`src/rtl/core/assert_macros.svh`:
```
// Assertion macros used by the power state governor RTL.
`ifndef ASSERT_MACROS_SVH
`define ASSERT_MACROS_SVH

// Property that must hold at every clock edge outside reset.
`define PSG_ASSERT(label, prop, msg) \
    label: assert property (@(posedge clk) disable iff (!rst_n) prop) \
        else $error(msg);

// Condition that must never be seen at a clock edge outside reset.
`define PSG_ASSERT_NEVER(label, cond, msg) \
    label: assert property (@(posedge clk) disable iff (!rst_n) !(cond)) \
        else $error(msg);

`endif

```
`src/rtl/core/psg_pkg.sv`:
```
// Types, codes and constants shared by the power state governor.
`timescale 1ns / 1ps

package psg_pkg;

    localparam int TIME_WIDTH_DEF = 48;

    localparam int CFG_INDEX_W = 3;
    localparam int CFG_DATA_W  = 16;
    localparam int PCT_W       = 7;
    localparam int PERIOD_W    = 16;

    localparam logic [PERIOD_W-1:0] RESOURCE_PERIOD_RESET = 16'd1000;
    localparam logic [PERIOD_W-1:0] WINDOW_PERIOD_RESET   = 16'd250;

    // Recovery hysteresis: thresholds above the limit recover at threshold minus offset.
    localparam logic [PCT_W-1:0] RECOVER_LIMIT  = 7'd10;
    localparam logic [PCT_W-1:0] RECOVER_OFFSET = 7'd8;

    // Over-threshold sample counting.
    localparam logic [1:0] OVER_COUNT_MAX   = 2'd3;
    localparam logic [1:0] OVER_COUNT_ENTER = 2'd2;

    typedef enum logic [2:0] {
        ST_ACTIVE   = 3'd0,
        ST_REDUCED  = 3'd1,
        ST_OCCLUDED = 3'd2,
        ST_PAUSED   = 3'd3,
        ST_HEAVY    = 3'd4,
        ST_SLEEPING = 3'd5
    } power_state_t;

    typedef enum logic [2:0] {
        KIND_EVALUATE     = 3'd0,
        KIND_LOCK         = 3'd1,
        KIND_UNLOCK       = 3'd2,
        KIND_POWER_CHANGE = 3'd3,
        KIND_SUSPEND      = 3'd4,
        KIND_RESUME       = 3'd5
    } event_kind_t;

    typedef enum logic [CFG_INDEX_W-1:0] {
        CFG_COVER_EN         = 3'd0,
        CFG_LOAD_EN          = 3'd1,
        CFG_RAM_LIMIT        = 3'd2,
        CFG_VRAM_LIMIT       = 3'd3,
        CFG_RESOURCE_PERIOD  = 3'd4,
        CFG_WINDOW_PERIOD    = 3'd5
    } cfg_index_t;

    typedef struct packed {
        logic                cover_en;
        logic                load_en;
        logic [PCT_W-1:0]    ram_limit;
        logic [PCT_W-1:0]    vram_limit;
        logic [PERIOD_W-1:0] resource_period;
        logic [PERIOD_W-1:0] window_period;
    } cfg_t;

    typedef struct packed {
        logic         locked;
        logic         res_sleep;
        logic [1:0]   over_count;
        power_state_t held;
    } gov_state_t;

    function automatic logic [PCT_W-1:0] recover_level(input logic [PCT_W-1:0] thr);
        return (thr > RECOVER_LIMIT) ? (thr - RECOVER_OFFSET) : thr;
    endfunction

endpackage

```
`src/rtl/core/psg_eval.sv`:
```
// Combinational event evaluator: next governor state and power state result for one event.
`timescale 1ns / 1ps

module psg_eval
    import psg_pkg::*;
#(
    parameter int TIME_WIDTH = TIME_WIDTH_DEF
)
(
    input  cfg_t                  cfg,
    input  gov_state_t            st,
    input  logic [TIME_WIDTH-1:0] last_res_time,
    input  logic [TIME_WIDTH-1:0] last_win_time,
    input  logic [2:0]            kind,
    input  logic [TIME_WIDTH-1:0] now_ms,
    input  logic [PCT_W-1:0]      ram_load_pct,
    input  logic [PCT_W-1:0]      vram_load_pct,
    input  logic                  fullscreen_active,
    input  logic                  desktop_covered,
    input  logic                  battery_power,
    output gov_state_t            st_next,
    output logic [TIME_WIDTH-1:0] last_res_time_next,
    output logic [TIME_WIDTH-1:0] last_win_time_next,
    output logic                  result_valid,
    output power_state_t          result_state
);

    logic                  res_en;
    logic [TIME_WIDTH-1:0] res_elapsed;
    logic [TIME_WIDTH-1:0] win_elapsed;
    logic                  sample_due;
    logic                  win_due;
    logic                  ram_over;
    logic                  vram_over;
    logic                  ram_ok;
    logic                  vram_ok;
    logic [1:0]            count_inc;
    logic                  samp_sleep;
    logic [1:0]            samp_count;
    power_state_t          window_state;

    assign res_en      = cfg.load_en;
    // Differences wrap naturally at the stamp width.
    assign res_elapsed = now_ms - last_res_time;
    assign win_elapsed = now_ms - last_win_time;
    assign sample_due  = res_en && (res_elapsed >= TIME_WIDTH'(cfg.resource_period));
    assign win_due     = win_elapsed >= TIME_WIDTH'(cfg.window_period);

    assign ram_over  = (cfg.ram_limit != '0) && (ram_load_pct >= cfg.ram_limit);
    assign vram_over = (cfg.vram_limit != '0) && (vram_load_pct >= cfg.vram_limit);
    assign ram_ok    = ram_load_pct <= recover_level(cfg.ram_limit);
    assign vram_ok   = vram_load_pct <= recover_level(cfg.vram_limit);
    assign count_inc = (st.over_count < OVER_COUNT_MAX) ? (st.over_count + 2'd1)
                                                        : st.over_count;

    // Outcome of one resource sample, used only when a sample is due.
    always_comb
    begin
        samp_sleep = st.res_sleep;
        samp_count = st.over_count;
        if (!st.res_sleep)
        begin
            if (ram_over || vram_over)
            begin
                samp_count = count_inc;
                samp_sleep = count_inc >= OVER_COUNT_ENTER;
            end
            else
            begin
                samp_count = '0;
            end
        end
        else if (ram_ok && vram_ok)
        begin
            samp_sleep = 1'b0;
            samp_count = '0;
        end
    end

    // Window and battery priority: fullscreen, then covered desktop if cover is enabled, then battery.
    always_comb
    begin
        if (fullscreen_active)
        begin
            window_state = ST_PAUSED;
        end
        else if (cfg.cover_en && desktop_covered)
        begin
            window_state = ST_OCCLUDED;
        end
        else if (battery_power)
        begin
            window_state = ST_REDUCED;
        end
        else
        begin
            window_state = ST_ACTIVE;
        end
    end

    always_comb
    begin
        st_next            = st;
        last_res_time_next = last_res_time;
        last_win_time_next = last_win_time;
        result_valid       = 1'b0;
        result_state       = ST_ACTIVE;
        case (kind)
            KIND_EVALUATE:
            begin
                result_valid = 1'b1;
                if (st.locked)
                begin
                    result_state = ST_SLEEPING;
                end
                else
                begin
                    if (sample_due)
                    begin
                        last_res_time_next = now_ms;
                        st_next.res_sleep  = samp_sleep;
                        st_next.over_count = samp_count;
                    end
                    if (res_en && st_next.res_sleep)
                    begin
                        st_next.held = ST_HEAVY;
                        result_state = ST_HEAVY;
                    end
                    else if (!win_due)
                    begin
                        result_state = st.held;
                    end
                    else
                    begin
                        last_win_time_next = now_ms;
                        st_next.held       = window_state;
                        result_state       = window_state;
                    end
                end
            end
            KIND_LOCK, KIND_SUSPEND:
            begin
                st_next.locked = 1'b1;
            end
            KIND_UNLOCK, KIND_RESUME:
            begin
                st_next.locked     = 1'b0;
                last_win_time_next = '0;
            end
            KIND_POWER_CHANGE:
            begin
                last_win_time_next = '0;
            end
            default:
            begin
                st_next = st;
            end
        endcase
    end

endmodule

```
`src/rtl/core/power_state_governor.sv`:
```
// Top level of the power state governor: event input, configuration port and result output.
`timescale 1ns / 1ps
`include "assert_macros.svh"

// The governor takes one event beat per clock cycle and keeps up that rate
// indefinitely while the result side is not stalled. Every accepted beat is
// captured in an input register and processed from there by a single pass
// of combinational logic; an evaluate request places its power state in the
// output register, which drives out_valid. Lock, unlock, power-change,
// suspend and resume events update internal state and produce no result
// beat, as do the unused kind codes, which change nothing at all. The output
// register is the only buffer on the result side: when it holds a beat that
// is stalled, a further evaluate waits in the input register and in_stall is
// raised, whereas non-evaluate events still drain. Configuration registers
// are written through a separate valid/ready channel that is always ready;
// they should only be changed while no event is in flight. Time stamps are
// compared modulo 2^TIME_WIDTH, and a period register written as zero lets
// every evaluate through its throttle.
module power_state_governor
    import psg_pkg::*;
#(
    parameter int TIME_WIDTH = TIME_WIDTH_DEF
)
(
    input  logic                   clk,
    input  logic                   rst_n,

    // Event channel.
    input  logic                   in_valid,
    output logic                   in_stall,
    input  logic [2:0]             kind,
    input  logic [TIME_WIDTH-1:0]  now_ms,
    input  logic [PCT_W-1:0]       ram_load_pct,
    input  logic [PCT_W-1:0]       vram_load_pct,
    input  logic                   fullscreen_active,
    input  logic                   desktop_covered,
    input  logic                   battery_power,

    // Result channel.
    output logic                   out_valid,
    input  logic                   out_stall,
    output logic [2:0]             power_state,

    // Configuration write channel.
    input  logic                   cfg_valid,
    output logic                   cfg_ready,
    input  logic [CFG_INDEX_W-1:0] cfg_index,
    input  logic [CFG_DATA_W-1:0]  cfg_data
);

    // Input register: one captured event beat.
    logic                  in_valid_reg;
    logic [2:0]            kind_reg;
    logic [TIME_WIDTH-1:0] now_ms_reg;
    logic [PCT_W-1:0]      ram_load_reg;
    logic [PCT_W-1:0]      vram_load_reg;
    logic                  fullscreen_reg;
    logic                  covered_reg;
    logic                  battery_reg;

    // Output register.
    logic                  out_valid_reg;
    power_state_t          power_state_reg;

    // Governor state and configuration.
    gov_state_t            gov_reg;
    gov_state_t            gov_next;
    logic [TIME_WIDTH-1:0] last_res_time_reg;
    logic [TIME_WIDTH-1:0] last_res_time_next;
    logic [TIME_WIDTH-1:0] last_win_time_reg;
    logic [TIME_WIDTH-1:0] last_win_time_next;
    cfg_t                  cfg_reg;

    logic                  in_accept;
    logic                  is_eval;
    logic                  out_free;
    logic                  fire;
    logic                  fire_eval;
    logic                  result_valid;
    power_state_t          result_state;

    psg_eval #(
        .TIME_WIDTH (TIME_WIDTH)
    ) u_eval (
        .cfg                (cfg_reg),
        .st                 (gov_reg),
        .last_res_time      (last_res_time_reg),
        .last_win_time      (last_win_time_reg),
        .kind               (kind_reg),
        .now_ms             (now_ms_reg),
        .ram_load_pct       (ram_load_reg),
        .vram_load_pct      (vram_load_reg),
        .fullscreen_active  (fullscreen_reg),
        .desktop_covered    (covered_reg),
        .battery_power      (battery_reg),
        .st_next            (gov_next),
        .last_res_time_next (last_res_time_next),
        .last_win_time_next (last_win_time_next),
        .result_valid       (result_valid),
        .result_state       (result_state)
    );

    // The captured beat is processed when it either needs no output slot or
    // the output register is free or being emptied in this cycle.
    assign is_eval   = kind_reg == KIND_EVALUATE;
    assign out_free  = !out_valid_reg || !out_stall;
    assign fire      = in_valid_reg && (!is_eval || out_free);
    assign fire_eval = fire && is_eval;
    assign in_stall  = in_valid_reg && !fire;
    assign in_accept = in_valid && !in_stall;

    assign out_valid   = out_valid_reg;
    assign power_state = power_state_reg;
    assign cfg_ready   = 1'b1;

    always_ff @(posedge clk or negedge rst_n)
    begin
        if (!rst_n)
        begin
            in_valid_reg <= 1'b0;
        end
        else if (in_accept)
        begin
            in_valid_reg <= 1'b1;
        end
        else if (fire)
        begin
            in_valid_reg <= 1'b0;
        end
    end

    always_ff @(posedge clk)
    begin
        if (in_accept)
        begin
            kind_reg       <= kind;
            now_ms_reg     <= now_ms;
            ram_load_reg   <= ram_load_pct;
            vram_load_reg  <= vram_load_pct;
            fullscreen_reg <= fullscreen_active;
            covered_reg    <= desktop_covered;
            battery_reg    <= battery_power;
        end
    end

    always_ff @(posedge clk or negedge rst_n)
    begin
        if (!rst_n)
        begin
            out_valid_reg <= 1'b0;
        end
        else if (fire && result_valid)
        begin
            out_valid_reg <= 1'b1;
        end
        else if (!out_stall)
        begin
            out_valid_reg <= 1'b0;
        end
    end

    always_ff @(posedge clk)
    begin
        if (fire && result_valid)
        begin
            power_state_reg <= result_state;
        end
    end

    // Governor state advances only when an event beat is processed.
    always_ff @(posedge clk or negedge rst_n)
    begin
        if (!rst_n)
        begin
            gov_reg.locked     <= 1'b0;
            gov_reg.res_sleep  <= 1'b0;
            gov_reg.over_count <= '0;
            gov_reg.held       <= ST_ACTIVE;
            last_res_time_reg  <= '0;
            last_win_time_reg  <= '0;
        end
        else if (fire)
        begin
            gov_reg           <= gov_next;
            last_res_time_reg <= last_res_time_next;
            last_win_time_reg <= last_win_time_next;
        end
    end

    // Configuration registers; writes to indexes beyond the list are dropped.
    always_ff @(posedge clk or negedge rst_n)
    begin
        if (!rst_n)
        begin
            cfg_reg.cover_en        <= 1'b0;
            cfg_reg.load_en         <= 1'b0;
            cfg_reg.ram_limit       <= '0;
            cfg_reg.vram_limit      <= '0;
            cfg_reg.resource_period <= RESOURCE_PERIOD_RESET;
            cfg_reg.window_period   <= WINDOW_PERIOD_RESET;
        end
        else if (cfg_valid && cfg_ready)
        begin
            case (cfg_index)
                CFG_COVER_EN:        cfg_reg.cover_en        <= cfg_data[0];
                CFG_LOAD_EN:         cfg_reg.load_en         <= cfg_data[0];
                CFG_RAM_LIMIT:       cfg_reg.ram_limit       <= cfg_data[PCT_W-1:0];
                CFG_VRAM_LIMIT:      cfg_reg.vram_limit      <= cfg_data[PCT_W-1:0];
                CFG_RESOURCE_PERIOD: cfg_reg.resource_period <= cfg_data[PERIOD_W-1:0];
                CFG_WINDOW_PERIOD:   cfg_reg.window_period   <= cfg_data[PERIOD_W-1:0];
                default:             cfg_reg <= cfg_reg;
            endcase
        end
    end

    // A locked governor answers every evaluate with sleeping.
    `PSG_ASSERT(a_locked_sleeps, fire_eval && gov_reg.locked |=> out_valid && power_state == ST_SLEEPING, "locked evaluate did not answer sleeping")
    // Resource-heavy is only entered on the second consecutive over-threshold sample.
    `PSG_ASSERT(a_heavy_entry, $rose(gov_reg.res_sleep) |-> gov_reg.over_count == OVER_COUNT_ENTER, "resource-heavy entered without two over samples")
    // The counter stops at the entry count in practice.
    `PSG_ASSERT_NEVER(a_count_bound, gov_reg.over_count == OVER_COUNT_MAX, "over count went past the entry count")
    // Events are only held back when a captured beat is waiting.
    `PSG_ASSERT(a_stall_cause, in_stall |-> in_valid_reg && is_eval && out_valid_reg && out_stall, "input stalled without a blocked evaluate")

endmodule
```
`config.mk`:
```
export PLATFORM = sky130hd
export DESIGN_NAME = power_state_governor
export DESIGN_NICKNAME = d
export VERILOG_FILES = /design/src/rtl/core/psg_pkg.sv /design/src/rtl/core/psg_eval.sv /design/src/rtl/core/power_state_governor.sv
export VERILOG_INCLUDE_DIRS = /design/src /design/src/rtl/core
export SDC_FILE = /design/constraint.sdc
export NUM_CORES = 1
export LEC_CHECK = 0
export ABC_AREA = 1
export BUFFER_PORTS_ARGS = -buffer_cell sky130_fd_sc_hd__buf_2
export CAP_MARGIN = 20
export CORE_MARGIN = 5
export CORE_UTILIZATION = 48
export CTS_BUF_LIST = sky130_fd_sc_hd__clkbuf_8
export DETAILED_ROUTE_END_ITERATION = 7
export PLACE_DENSITY = 0.74
export SLEW_MARGIN = 20
export SYNTH_ARGS = -nofsm -noshare
export SYNTH_HDL_FRONTEND = slang
export SYNTH_SLANG_ARGS = --single-unit
```
`constraint.sdc`:
```
create_clock -name clk -period 12.6 [get_ports clk]
set_input_delay 0.63 -clock clk [delete_from_list [all_inputs] [get_ports clk]]
set_output_delay 0.63 -clock clk [all_outputs]
set_load 0.05 [all_outputs]
```
# --- Word-level counts from Yosys, hierarchy flattened ---
# Index checks and enable logic that the tools add are counted.
op_classes:
  addsub: 5
  n_mul: 0
  div_mod_pow: 0
  order_cmp: 10
  eq_ne: 16
  shifts: 0
  n_mux: 28
  bitwise_logic: 2
  n_reduce_logical: 40
op_table:
  columns: ["operator", "n"]
  rows:
  - ["2-to-1 mux 48 bit", 3]
  - ["greater-or-equal comparator 48 x 16 -> 1 bit", 2]
  - ["case mux 48 bit (2 select lines)", 1]
  - ["subtractor 48 bit", 2]
  - ["2-to-1 mux 3 bit", 8]
  - ["greater-or-equal comparator 7 bit", 2]
  - ["greater-than comparator 7 x 4 -> 1 bit (second input constant)", 2]
  - ["less-or-equal comparator 7 bit", 2]
  - ["2-to-1 mux 7 bit", 2]
  - ["AND reduction 2 bit", 7]
  - ["nonzero test 7 bit", 2]
  - ["subtractor 7 x 4 -> 7 bit (second input constant)", 2]
  - ["== test 3 x 2 -> 1 bit (second input constant)", 4]
  - ["== test 3 bit (second input constant)", 4]
  - ["logical AND 1 bit", 10]
  - ["AND reduction 5 bit", 2]
  - ["2-to-1 mux 1 bit", 9]
  - ["2-to-1 mux 2 bit", 4]
  - ["== test 3 x 1 -> 1 bit (second input constant)", 2]
  - ["zero test 3 bit", 2]
  - ["nonzero test 2 bit", 3]
  - ["OR reduction 2 bit", 3]
  - ["zero test 1 bit", 5]
  - ["!= test 2 x 1 -> 1 bit (second input constant)", 2]
  - ["12 further kinds", 16]
totals:
  regBits: 224
  latchBits: 0
  ramBits: 0
  romBits: 0
  inputBits: 92
  output_inout_bits: 6
  word_cells: 124
  mem_count: 0

# --- Depth between registers and ports, before layout ---
# Gate-level depths: netlist of run 1.
logic_depth:
  ltp_word: 13
  ltp_mapped: 33
  ltp_nobuf: 31

# --- By module ---
# From an unflattened synthesis of run 1, not the netlist that was laid out.
unflattened:
  cells_unflattened: 3103
  hier_area_um2: 19706.4
modules_own_cells:
  columns: ["module", "n_inst", "cells_each", "area_each_um2", "seq_area_each_um2"]
  rows:
  - ["psg_eval", 1, 2387, 11617.4, 0.0]
  - ["power_state_governor", 1, 716, 8089.0, 5975.7]

# --- Worst setup path before layout of run 1 ---
# OpenSTA, ideal clock, no wires.
synth_path:
  kind: "flip-flop to flip-flop"
  startpoint: "reg out_valid_reg (netlist: out_valid)"
  endpoint: "reg battery_reg, enable pin"
  setup_ns: 0.495
  arrival_time_ns: 3.904
  required_ns: 12.105
  slack_ns: 8.201
  stages_incl_launch_ff: 4
  path_buffers: 0
  period_less_slack_ns: 4.399
  cell_sequence: "dfrtp_1 nand3_1 nor2_1 nor2_1"
synth_between:
  elab_chain_cells: 8
synth_rtl:
  columns: ["element", "line", "source"]
  rows:
  - ["start: declaration", "power_state_governor.sv:62", "logic out_valid_reg;"]
  - ["start signal: assignment", "power_state_governor.sv:150", "out_valid_reg <= 1'b0;"]
  - ["start signal: assignment", "power_state_governor.sv:154", "out_valid_reg <= 1'b1;"]
  - ["start signal: assignment", "power_state_governor.sv:158", "out_valid_reg <= 1'b0;"]
  - ["zero test 1 bit", "power_state_governor.sv:106", "assign out_free = !out_valid_reg || !out_stall;"]
  - ["logical OR 1 bit", "power_state_governor.sv:106", null]
  - ["logical OR 1 bit", "power_state_governor.sv:107", "assign fire = in_valid_reg && (!is_eval || out_free);"]
  - ["logical AND 1 bit", "power_state_governor.sv:107", null]
  - ["zero test 1 bit", "power_state_governor.sv:109", "assign in_stall = in_valid_reg && !fire;"]
  - ["logical AND 1 bit", "power_state_governor.sv:109", null]
  - ["net in_stall", "power_state_governor.sv:30", "output logic in_stall,"]
  - ["zero test 1 bit", "power_state_governor.sv:110", "assign in_accept = in_valid && !in_stall;"]
  - ["logical AND 1 bit", "power_state_governor.sv:110", null]
  - ["net in_accept", "power_state_governor.sv:74", "logic in_accept;"]
  - ["end signal: assignment", "power_state_governor.sv:142", "battery_reg <= battery_power;"]
  - ["end: declaration", "power_state_governor.sv:59", "logic battery_reg;"]
# The timed path passes the listed nets, and every way through them passes these cells.
# A chain may end at the register's enable or synchronous reset.

# --- Worst setup path after layout of run 1 ---
layout_path:
  startpoint: "reg now_ms_reg[0]"
  endpoint: "reg last_win_time_reg[8]"
layout_between:
  elab_chain_cells: 9
  elab_cells_between_ends: 12
  cone_classes: "2 x add/sub; 2 x order compare; 2 x eq/ne; 3 x mux; 3 x reduce/logical"
layout_rtl:
  columns: ["element", "line", "source"]
  rows:
  - ["start: declaration", "power_state_governor.sv:54", "logic [TIME_WIDTH-1:0] now_ms_reg;"]
  - ["start signal: assignment", "power_state_governor.sv:137", "now_ms_reg <= now_ms;"]
  - ["subtractor 48 bit", "psg_eval.sv:44", "assign res_elapsed = now_ms - last_res_time;"]
  - ["greater-or-equal comparator 48 x 16 -> 1 bit", "psg_eval.sv:46", "assign sample_due = res_en && (res_elapsed >= TIME_WIDTH'(cfg.resource_period));"]
  - ["logical AND 1 bit", "psg_eval.sv:46", null]
  - ["2-to-1 mux 3 bit", "psg_eval.sv:118", "if (sample_due)"]
  - ["2-to-1 mux 3 bit", "psg_eval.sv:112", "if (st.locked)"]
  - ["2-to-1 mux 3 bit", "psg_eval.sv:108", "case (kind)"]
  - ["logical AND 1 bit", "psg_eval.sv:124", "if (res_en && st_next.res_sleep)"]
  - ["!= test 2 bit (no source line)", null, null]
  - ["AND reduction 5 bit (no source line) *", null, null]
  - ["end signal: assignment", "power_state_governor.sv:186", "last_win_time_reg <= last_win_time_next;"]
  - ["end: declaration", "power_state_governor.sv:70", "logic [TIME_WIDTH-1:0] last_win_time_reg;"]
# Mark *: on every way between the ends. The rest lies on a longest branch, timed or not. The select of a mux whose other input is x is not followed.

==> impl_metrics.yaml, run 1 <==
run_status:
  outcome: "completed"
global_routing:
  antenna_found_initial: 1
  grt_usage: 0.262
  grt_max_degree: 94
  grt_pass1_vias: 16671
  grt_pass1_wl_um: 87200
  gr-total-overflow: 0
critical_path:
  slowest_stage: "nand2_2"
  r2r_end: "last_win_time_reg[8]$_DFFE_PN0P_"
  reg2reg_depth: 30
  crit_end: "last_win_time_reg[8]$_DFFE_PN0P_"
  reg2reg_from: "now_ms_reg[0]$_DFFE_PP_"
  crit_family: "simple AND/OR/NAND/NOR gates"
  startpoint: "now_ms_reg[0]$_DFFE_PP_"
  endpoint_kind: "flop"
  worst-path-max-fanout: 49
  reg2reg_slack_ns: 6.53
  worst_ep_required_time_ns: 13.05
  cpMostUsedCell: "nand2_1"
  arrival_ns: 6.52
  path_depth: 30
  critPathBufInv: 2
  critical_path_class: "reg -> reg"
  cpPeakStageDelay_ns: 0.86
  start_kind: "flop"
clocking:
  cts.sinks: 224
  cts_root_buffer: "clkbuf_8"
  post_cts_buffers: 0
  cts_resized: 0
  htree_num_levels: 2
  hold_buffers: 0
  clkSlewWorstSetupHoldPaths_ns: 0.06
  cts_made_buffers: 41
  tritoncts: "done"
  clkLatencyLatePin_ns: 0.59
  clockBufferDepth: 3
detailed_routing:
  final_antenna_net_count: 0
  wl_um: 54900
  drtIter0Drc: 1391
  drt-wirelength-per-cell_um: 16.7
  viasPerCell: 5.32
  first_pass_iters: 6
  wl_met2_um: 24100
  highest_layer: "met4"
  vias: 17484
  route.detailed.drc: 0
  wl_met1_um: 25800
  dr_wl_met3_um: 3700
synth:
  synthMuxAreaShare: 0
  synth_seq_cells: 224
  async_reset_ff_frac: 0.683
  synth_top_cells_by_area: "dfrtp_1 (20%), nand2_1 (18%), edfxtp_1 (12%), ha_1 (11%), inv_1 (11%)"
  netlist_instances: 2683
  synth_compound_area_frac: 0.0986
  yosysTopAreaCellShare: 0.197
  yosys.area_share.simple: 0.315
  ys_seq_area_frac: 0.334
  synth_fa_ha_area_frac: 0.109
  dominantRegCellSynth: "dfrtp_1"
  syn_avg_cell_area_sq_um: 6.67
  yosysTopAreaCell: "dfrtp_1"
  syn-num-nets: 2929
  synthXorXnorAreaFrac: 0.0259
  netlist_area_sq_mm: 0.0179
  synth_cell_types: 47
  synth_edf_count: 71
  yosys_warnings: 0
  synth_top_family_by_area: "simple AND/OR/NAND/NOR gates"
final_layout:
  antenna_cells: 0
  postLayoutCoreUtil: 0.538
  syn_to_final_growth_pct: 10.4
  drive_gt1_frac: 0.0667
  final_nets: 3033
sta:
  fin_setup_tns_ns: 0
  fin_crit_ns: 6.07
  slew_violations: 0
  finalHoldViolations: 0
  fin_skew_ns: 0.0304
  rsz0062_at_grt: "no"
  setup_ws_ns: 6.53
  setup_viol: 0
  worst_slew_pin_slew_ns: 1.02
  relSlewSlack: 0.320
  min_period_over_period: 0.482
  fmax_mhz: 165
floorplan:
  die_w_um: 203
  initial_core_util: 0.488
  coreArea_sq_mm: 0.0367
  rows: 70
  die_y_um: 203
  io_pins: 98
  die-area_sq_mm: 0.0412
pwr:
  power_density_mw_per_mm2: 184
  switchingPower_mw: 1.62
  pwr-share-seq: 0.271
  pwr-share-comb: 0.511
  switching_share: 0.446
  intPower_mw: 2.01
  p_total_mw: 3.63
  p_leak_nw: 10.6
  p_clk_frac: 0.219
  ir_worst_vdd_mv: 0.0895
placed_design:
  place_congestion: 0.995
  dp_hpwl_um: 44700
  io_buffers: 96
  dp_slack_ns: 6.60
flow_run:
  cap_violations: 0
hold_path:
  min_path_type: "in -> async"
## synthesized netlist by cell type (all sizes together) (4+ instances only)
cell      n
nand2   864
xor2     40
nand3   165
o21bai   17
nand4    40
dfstp    12
a21boi    5
a211oi    4
inv     504
a31oi     5
nand3b   13
nor2    257
dfrtp   141
o21a      6
a21oi   121
edfxtp   71
buf      17
nor3     31
o21ai   150
clkbuf   23
a21o      7
ha      152
xnor2    13
## through the flow
stage                     area (sq um)  std cells  hold slack, ns
after global placement           18800       3212           0.456
after floorplan                  17900       2683           0.334
after CTS                        19700       3287           0.108
after global routing             19700       3287           0.150
final                            19700       3287           0.101
after detailed placement         18800       3212           0.460
## cell type report
class	count	area, sq um
fill	3614	17000
multi-input combinational	1914	9830
sequential	224	5980
inverter	505	1900
clock buffer	46	633
tap	468	586
timing repair buffer	101	524
clock inverter	29	299
## layer usage
metal	GRT usage	up-vias
met5	0	-
met4	0.0732	0
li1	-	8668
met1	0.384	8181
met3	0.0345	86
met2	0.409	549
## how the worst min path moves through the flow
stage | from | endpoint | slack, ns
final | rst_n | last_res_time_reg[40]$_DFFE_PN0P_ | 0.10
after global routing | rst_n | last_res_time_reg[41]$_DFFE_PN0P_ | 0.15
after CTS | rst_n | last_res_time_reg[35]$_DFFE_PN0P_ | 0.11
after detailed placement | last_win_time_reg[2]$_DFFE_PN0P_ | last_win_time_reg[2]$_DFFE_PN0P_ | 0.46
after global placement | last_win_time_reg[2]$_DFFE_PN0P_ | last_win_time_reg[2]$_DFFE_PN0P_ | 0.46
after floorplan | rst_n | cfg_reg[0]$_DFFE_PN0P_ | 0.33
## layout by cell type (no fill, tap or decap), drive strengths merged, types with 7 or more instances in the layout
cell      n
nor3     31
buf     101
nor2    257
o21ai   150
edfxtp   71
clkbuf   46
xor2     40
ha      152
nand4    40
a21o      7
nand3b   13
dfstp    12
dfrtp   141
xnor2    13
o21bai   17
inv     521
nand2   864
a21oi   121
nand3   165
## kinds of logic (layout without fill, tap and decap cells)
| logic type | count (synthesis) | in the layout |
|---|---|---|
| AO/OA/AOI/OAI | 325 | 325 |
| XOR/XNOR | 53 | 53 |
| adder cells (fa/ha/maj) | 154 | 154 |
| buffers and inverters | 545 | 681 |
| flip-flops | 224 | 224 |
| other | 1 | 1 |
| AND/OR/NAND/NOR | 1381 | 1381 |
## worst reg2reg max path, delay by kind of cell, from the launching register on
family,cells,cell delay [ns]
AND/OR/NAND/NOR,23,4.17
flip-flops,1,0.37
adder cells (fa/ha/maj),3,0.84
XOR/XNOR,1,0.18
AO/OA/AOI/OAI,1,0.12
buffers and inverters,2,0.27
## power by group through the flow
stage / Clock [mW] / Sequential (mW) / Combinational (mW)
floorplan: 0 / 0.966 / 1.36
global placement: 0 / 0.987 / 1.79
detailed placement: 0 / 0.991 / 1.82
CTS: 0.805 / 0.981 / 1.83
global route: 0.841 / 0.995 / 2.12
finish: 0.793 / 0.982 / 1.85
No activity file was read; power rests on OpenSTA's default activity.
==> run 2, diff against run 1 <==
==> constraint.sdc (replaced) <==
create_clock -name clk -period 5.9 [get_ports clk]
set_input_delay 0.295 -clock clk [delete_from_list [all_inputs] [get_ports clk]]
set_output_delay 0.295 -clock clk [all_outputs]
set_load 0.05 [all_outputs]
==> run 2 against run 1 <==
Effect of this change: setup slack got worse by 5.8 ns; routed wire length increased by 2.3%; first-iteration DRC count increased by 19%; combinational power increased by 120%; critical path depth unchanged; register-to-register slack got worse by 5.8 ns; cell count increased by 2.2%; fmax increased by 18%; non-clock buffer count increased by 75; global-route usage increased by 0.57 points; sequential share of layout area decreased by 0.95 points; critical path type unchanged.
==> impl_metrics.yaml, run 2 (synthesis results as in run 1) <==
critical_path:
  crit_family: "simple AND/OR/NAND/NOR gates"
  worst-path-max-fanout: 48
  critical_path_class: "reg -> reg"
  slowest_stage: "fa_1"
  start_kind: "flop"
  worst_ep_required_time_ns: 6.37
  reg2reg_slack_ns: 0.73
  endpoint_kind: "flop"
  arrival_ns: 5.64
  r2r_end: "last_win_time_reg[47]$_DFFE_PN0P_"
  cpPeakStageDelay_ns: 0.48
  critPathBufInv: 3
  reg2reg_from: "now_ms_reg[0]$_DFFE_PP_"
  reg2reg_depth: 30
pwr:
  p_clk_frac: 0.199
  pwr-share-comb: 0.525
  power_density_mw_per_mm2: 374
  p_leak_nw: 10.9
  switchingPower_mw: 3.47
  intPower_mw: 4.16
  pwr-share-seq: 0.275
  ir_worst_vdd_mv: 0.242
  switching_share: 0.455
placed_design:
  placed_cell_area_sq_mm: 0.0188
  dp_hpwl_um: 44800
  io_buffers: 96
  dp_slack_ns: 0.844
  place_congestion: 0.988
sta:
  fin_setup_tns_ns: 0
  setup_ws_ns: 0.735
  min_period_over_period: 0.875
  rsz0062_at_grt: "no"
  finalHoldViolations: 0
  slew_violations: 0
  fin_crit_ns: 5.17
  fmax_mhz: 194
  relSlewSlack: 0.396
  fin_skew_ns: 0.0342
  setup_viol: 0
  worst_slew_pin_slew_ns: 0.905
run_status:
  outcome: "completed"
clocking:
  clockBufferDepth: 3
  tritoncts: "done"
  cts_made_buffers: 38
  clkLatencyLatePin_ns: 0.57
  clkSlewWorstSetupHoldPaths_ns: 0.07
  htree_num_levels: 2
  cts.sinks: 224
  post_cts_buffers: 0
  cts_root_buffer: "clkbuf_8"
global_routing:
  met1_usage: 0.384
  grt_use_met2: 0.434
  use_met3: 0.0252
  grt_max_degree: 93
  grt_pass1_vias: 17138
  gr-total-overflow: 0
  grt_usage: 0.268
  grt-busiest-layer: "met2"
  grt_pass1_wl_um: 89000
  antenna_found_initial: 4
final_layout:
  final_nets: 3105
  layout_common_cells: "nand2_1 (859), inv_1 (508), nor2_1 (254)"
  final_cell_area_sq_mm: 0.0204
  syn_to_final_growth_pct: 13.9
  postLayoutCoreUtil: 0.555
  mostFrequentLayoutCell: "nand2_1"
  drive_gt1_frac: 0.0647
flow_run:
  cap_violations: 0
floorplan:
  rows: 70
  coreArea_sq_mm: 0.0367
  io_pins: 98
  die-area_sq_mm: 0.0412
  initial_core_util: 0.488
  die_y_um: 203
  die_w_um: 203
hold_path:
  worstHoldStart: "cfg_data[9]"
  holdPathStages: 3
  worstHoldEndpoint: "cfg_reg[25]$_DFFE_PN1P_"
  min_path_type: "in -> reg"
detailed_routing:
  first_pass_iters: 7
  drtIter0Drc: 1649
  wl_um: 56200
  viasPerCell: 5.30
  route.detailed.drc: 0
  drt-wirelength-per-cell_um: 16.7
  vias: 17788
  final_antenna_net_count: 0
run 2: changes by cell type in the layout (fill, tap and decap cells not counted), moves of 2 or more:
cell | before | now
clkinv_2 | 2 | 5
dlygate4sd3_1 | 0 | 72
inv_6 | 2 | 0
buf_4 | 5 | 7
clkinv_1 | 2 | 9
clkbuf_8 | 46 | 41
diode_2 | 0 | 2
inv_1 | 516 | 508
bufinv_16 | 6 | 4
run 2: worst max-delay path by stage:
stage / cells after the start / from / end / slack, ns
after floorplan: 3 / out_valid$_DFFE_PN0P_ / battery_reg$_DFFE_PP_ / 1.50
after global placement: 31 / now_ms_reg[0]$_DFFE_PP_ / last_win_time_reg[43]$_DFFE_PN0P_ / 0.91
after detailed placement: 30 / now_ms_reg[0]$_DFFE_PP_ / last_win_time_reg[20]$_DFFE_PN0P_ / 0.84
after CTS: 30 / now_ms_reg[0]$_DFFE_PP_ / last_win_time_reg[46]$_DFFE_PN0P_ / 0.81
after global routing: 27 / now_ms_reg[2]$_DFFE_PP_ / last_win_time_reg[47]$_DFFE_PN0P_ / 0.39
final: 30 / now_ms_reg[0]$_DFFE_PP_ / last_win_time_reg[47]$_DFFE_PN0P_ / 0.73
run 2: layout make-up:
cell class,instances,area [sq um]
diodes,2,5.00
clock buffers,41,564
clock inverters,29,244
fillers,3551,16300
inverters,505,1900
multi-input cells,1914,9830
flip-flops and latches,224,5980
well taps,468,586
repair buffers,176,1280
run 2: repair_timing:
| item | in CTS | in global routing |
|---|---|---|
| hold endpoints to repair | 129 | 0 |
| gates resized for setup | 0 | 0 |
| hold buffers | 72 | 0 |
run 2: through the flow:
stage               cells  total power, mW  hold slack, ns
floorplan            2683             4.96       -0.000591
global placement     3215             5.93           0.298
detailed placement   3215             6.01           0.306
CTS                  3357             7.59         0.00908
global route         3359             8.30          0.0432
finish               3359             7.63          0.0336
run 2: worst reg2reg max path: cells and delay by family, from the launching register on:
kind            cells  cell delay (ns)
compound gates      1             0.13
xor+xnor            1             0.20
fa+ha+maj           3             0.86
buf+inv             3             0.73
flops               1             0.36
simple gates       22             2.81
run 2: power groups by stage:
| stage | Clock, mW | Sequential, mW | Combinational, mW |
|---|---|---|---|
| floorplan | 0 | 2.06 | 2.90 |
| global placement | 0 | 2.11 | 3.82 |
| detailed placement | 0 | 2.12 | 3.90 |
| CTS | 1.53 | 2.10 | 3.96 |
| global route | 1.61 | 2.13 | 4.56 |
| finish | 1.52 | 2.10 | 4.01 |
run 2: metal layers:
metal  part of all wire  up-vias  wire (um)
li1                   -     8825          -
met1               0.46     8288      26000
met2               0.45      580      25300
met3              0.060       93       3350
met4              0.028        2       1560
met5            0.00021        -         12
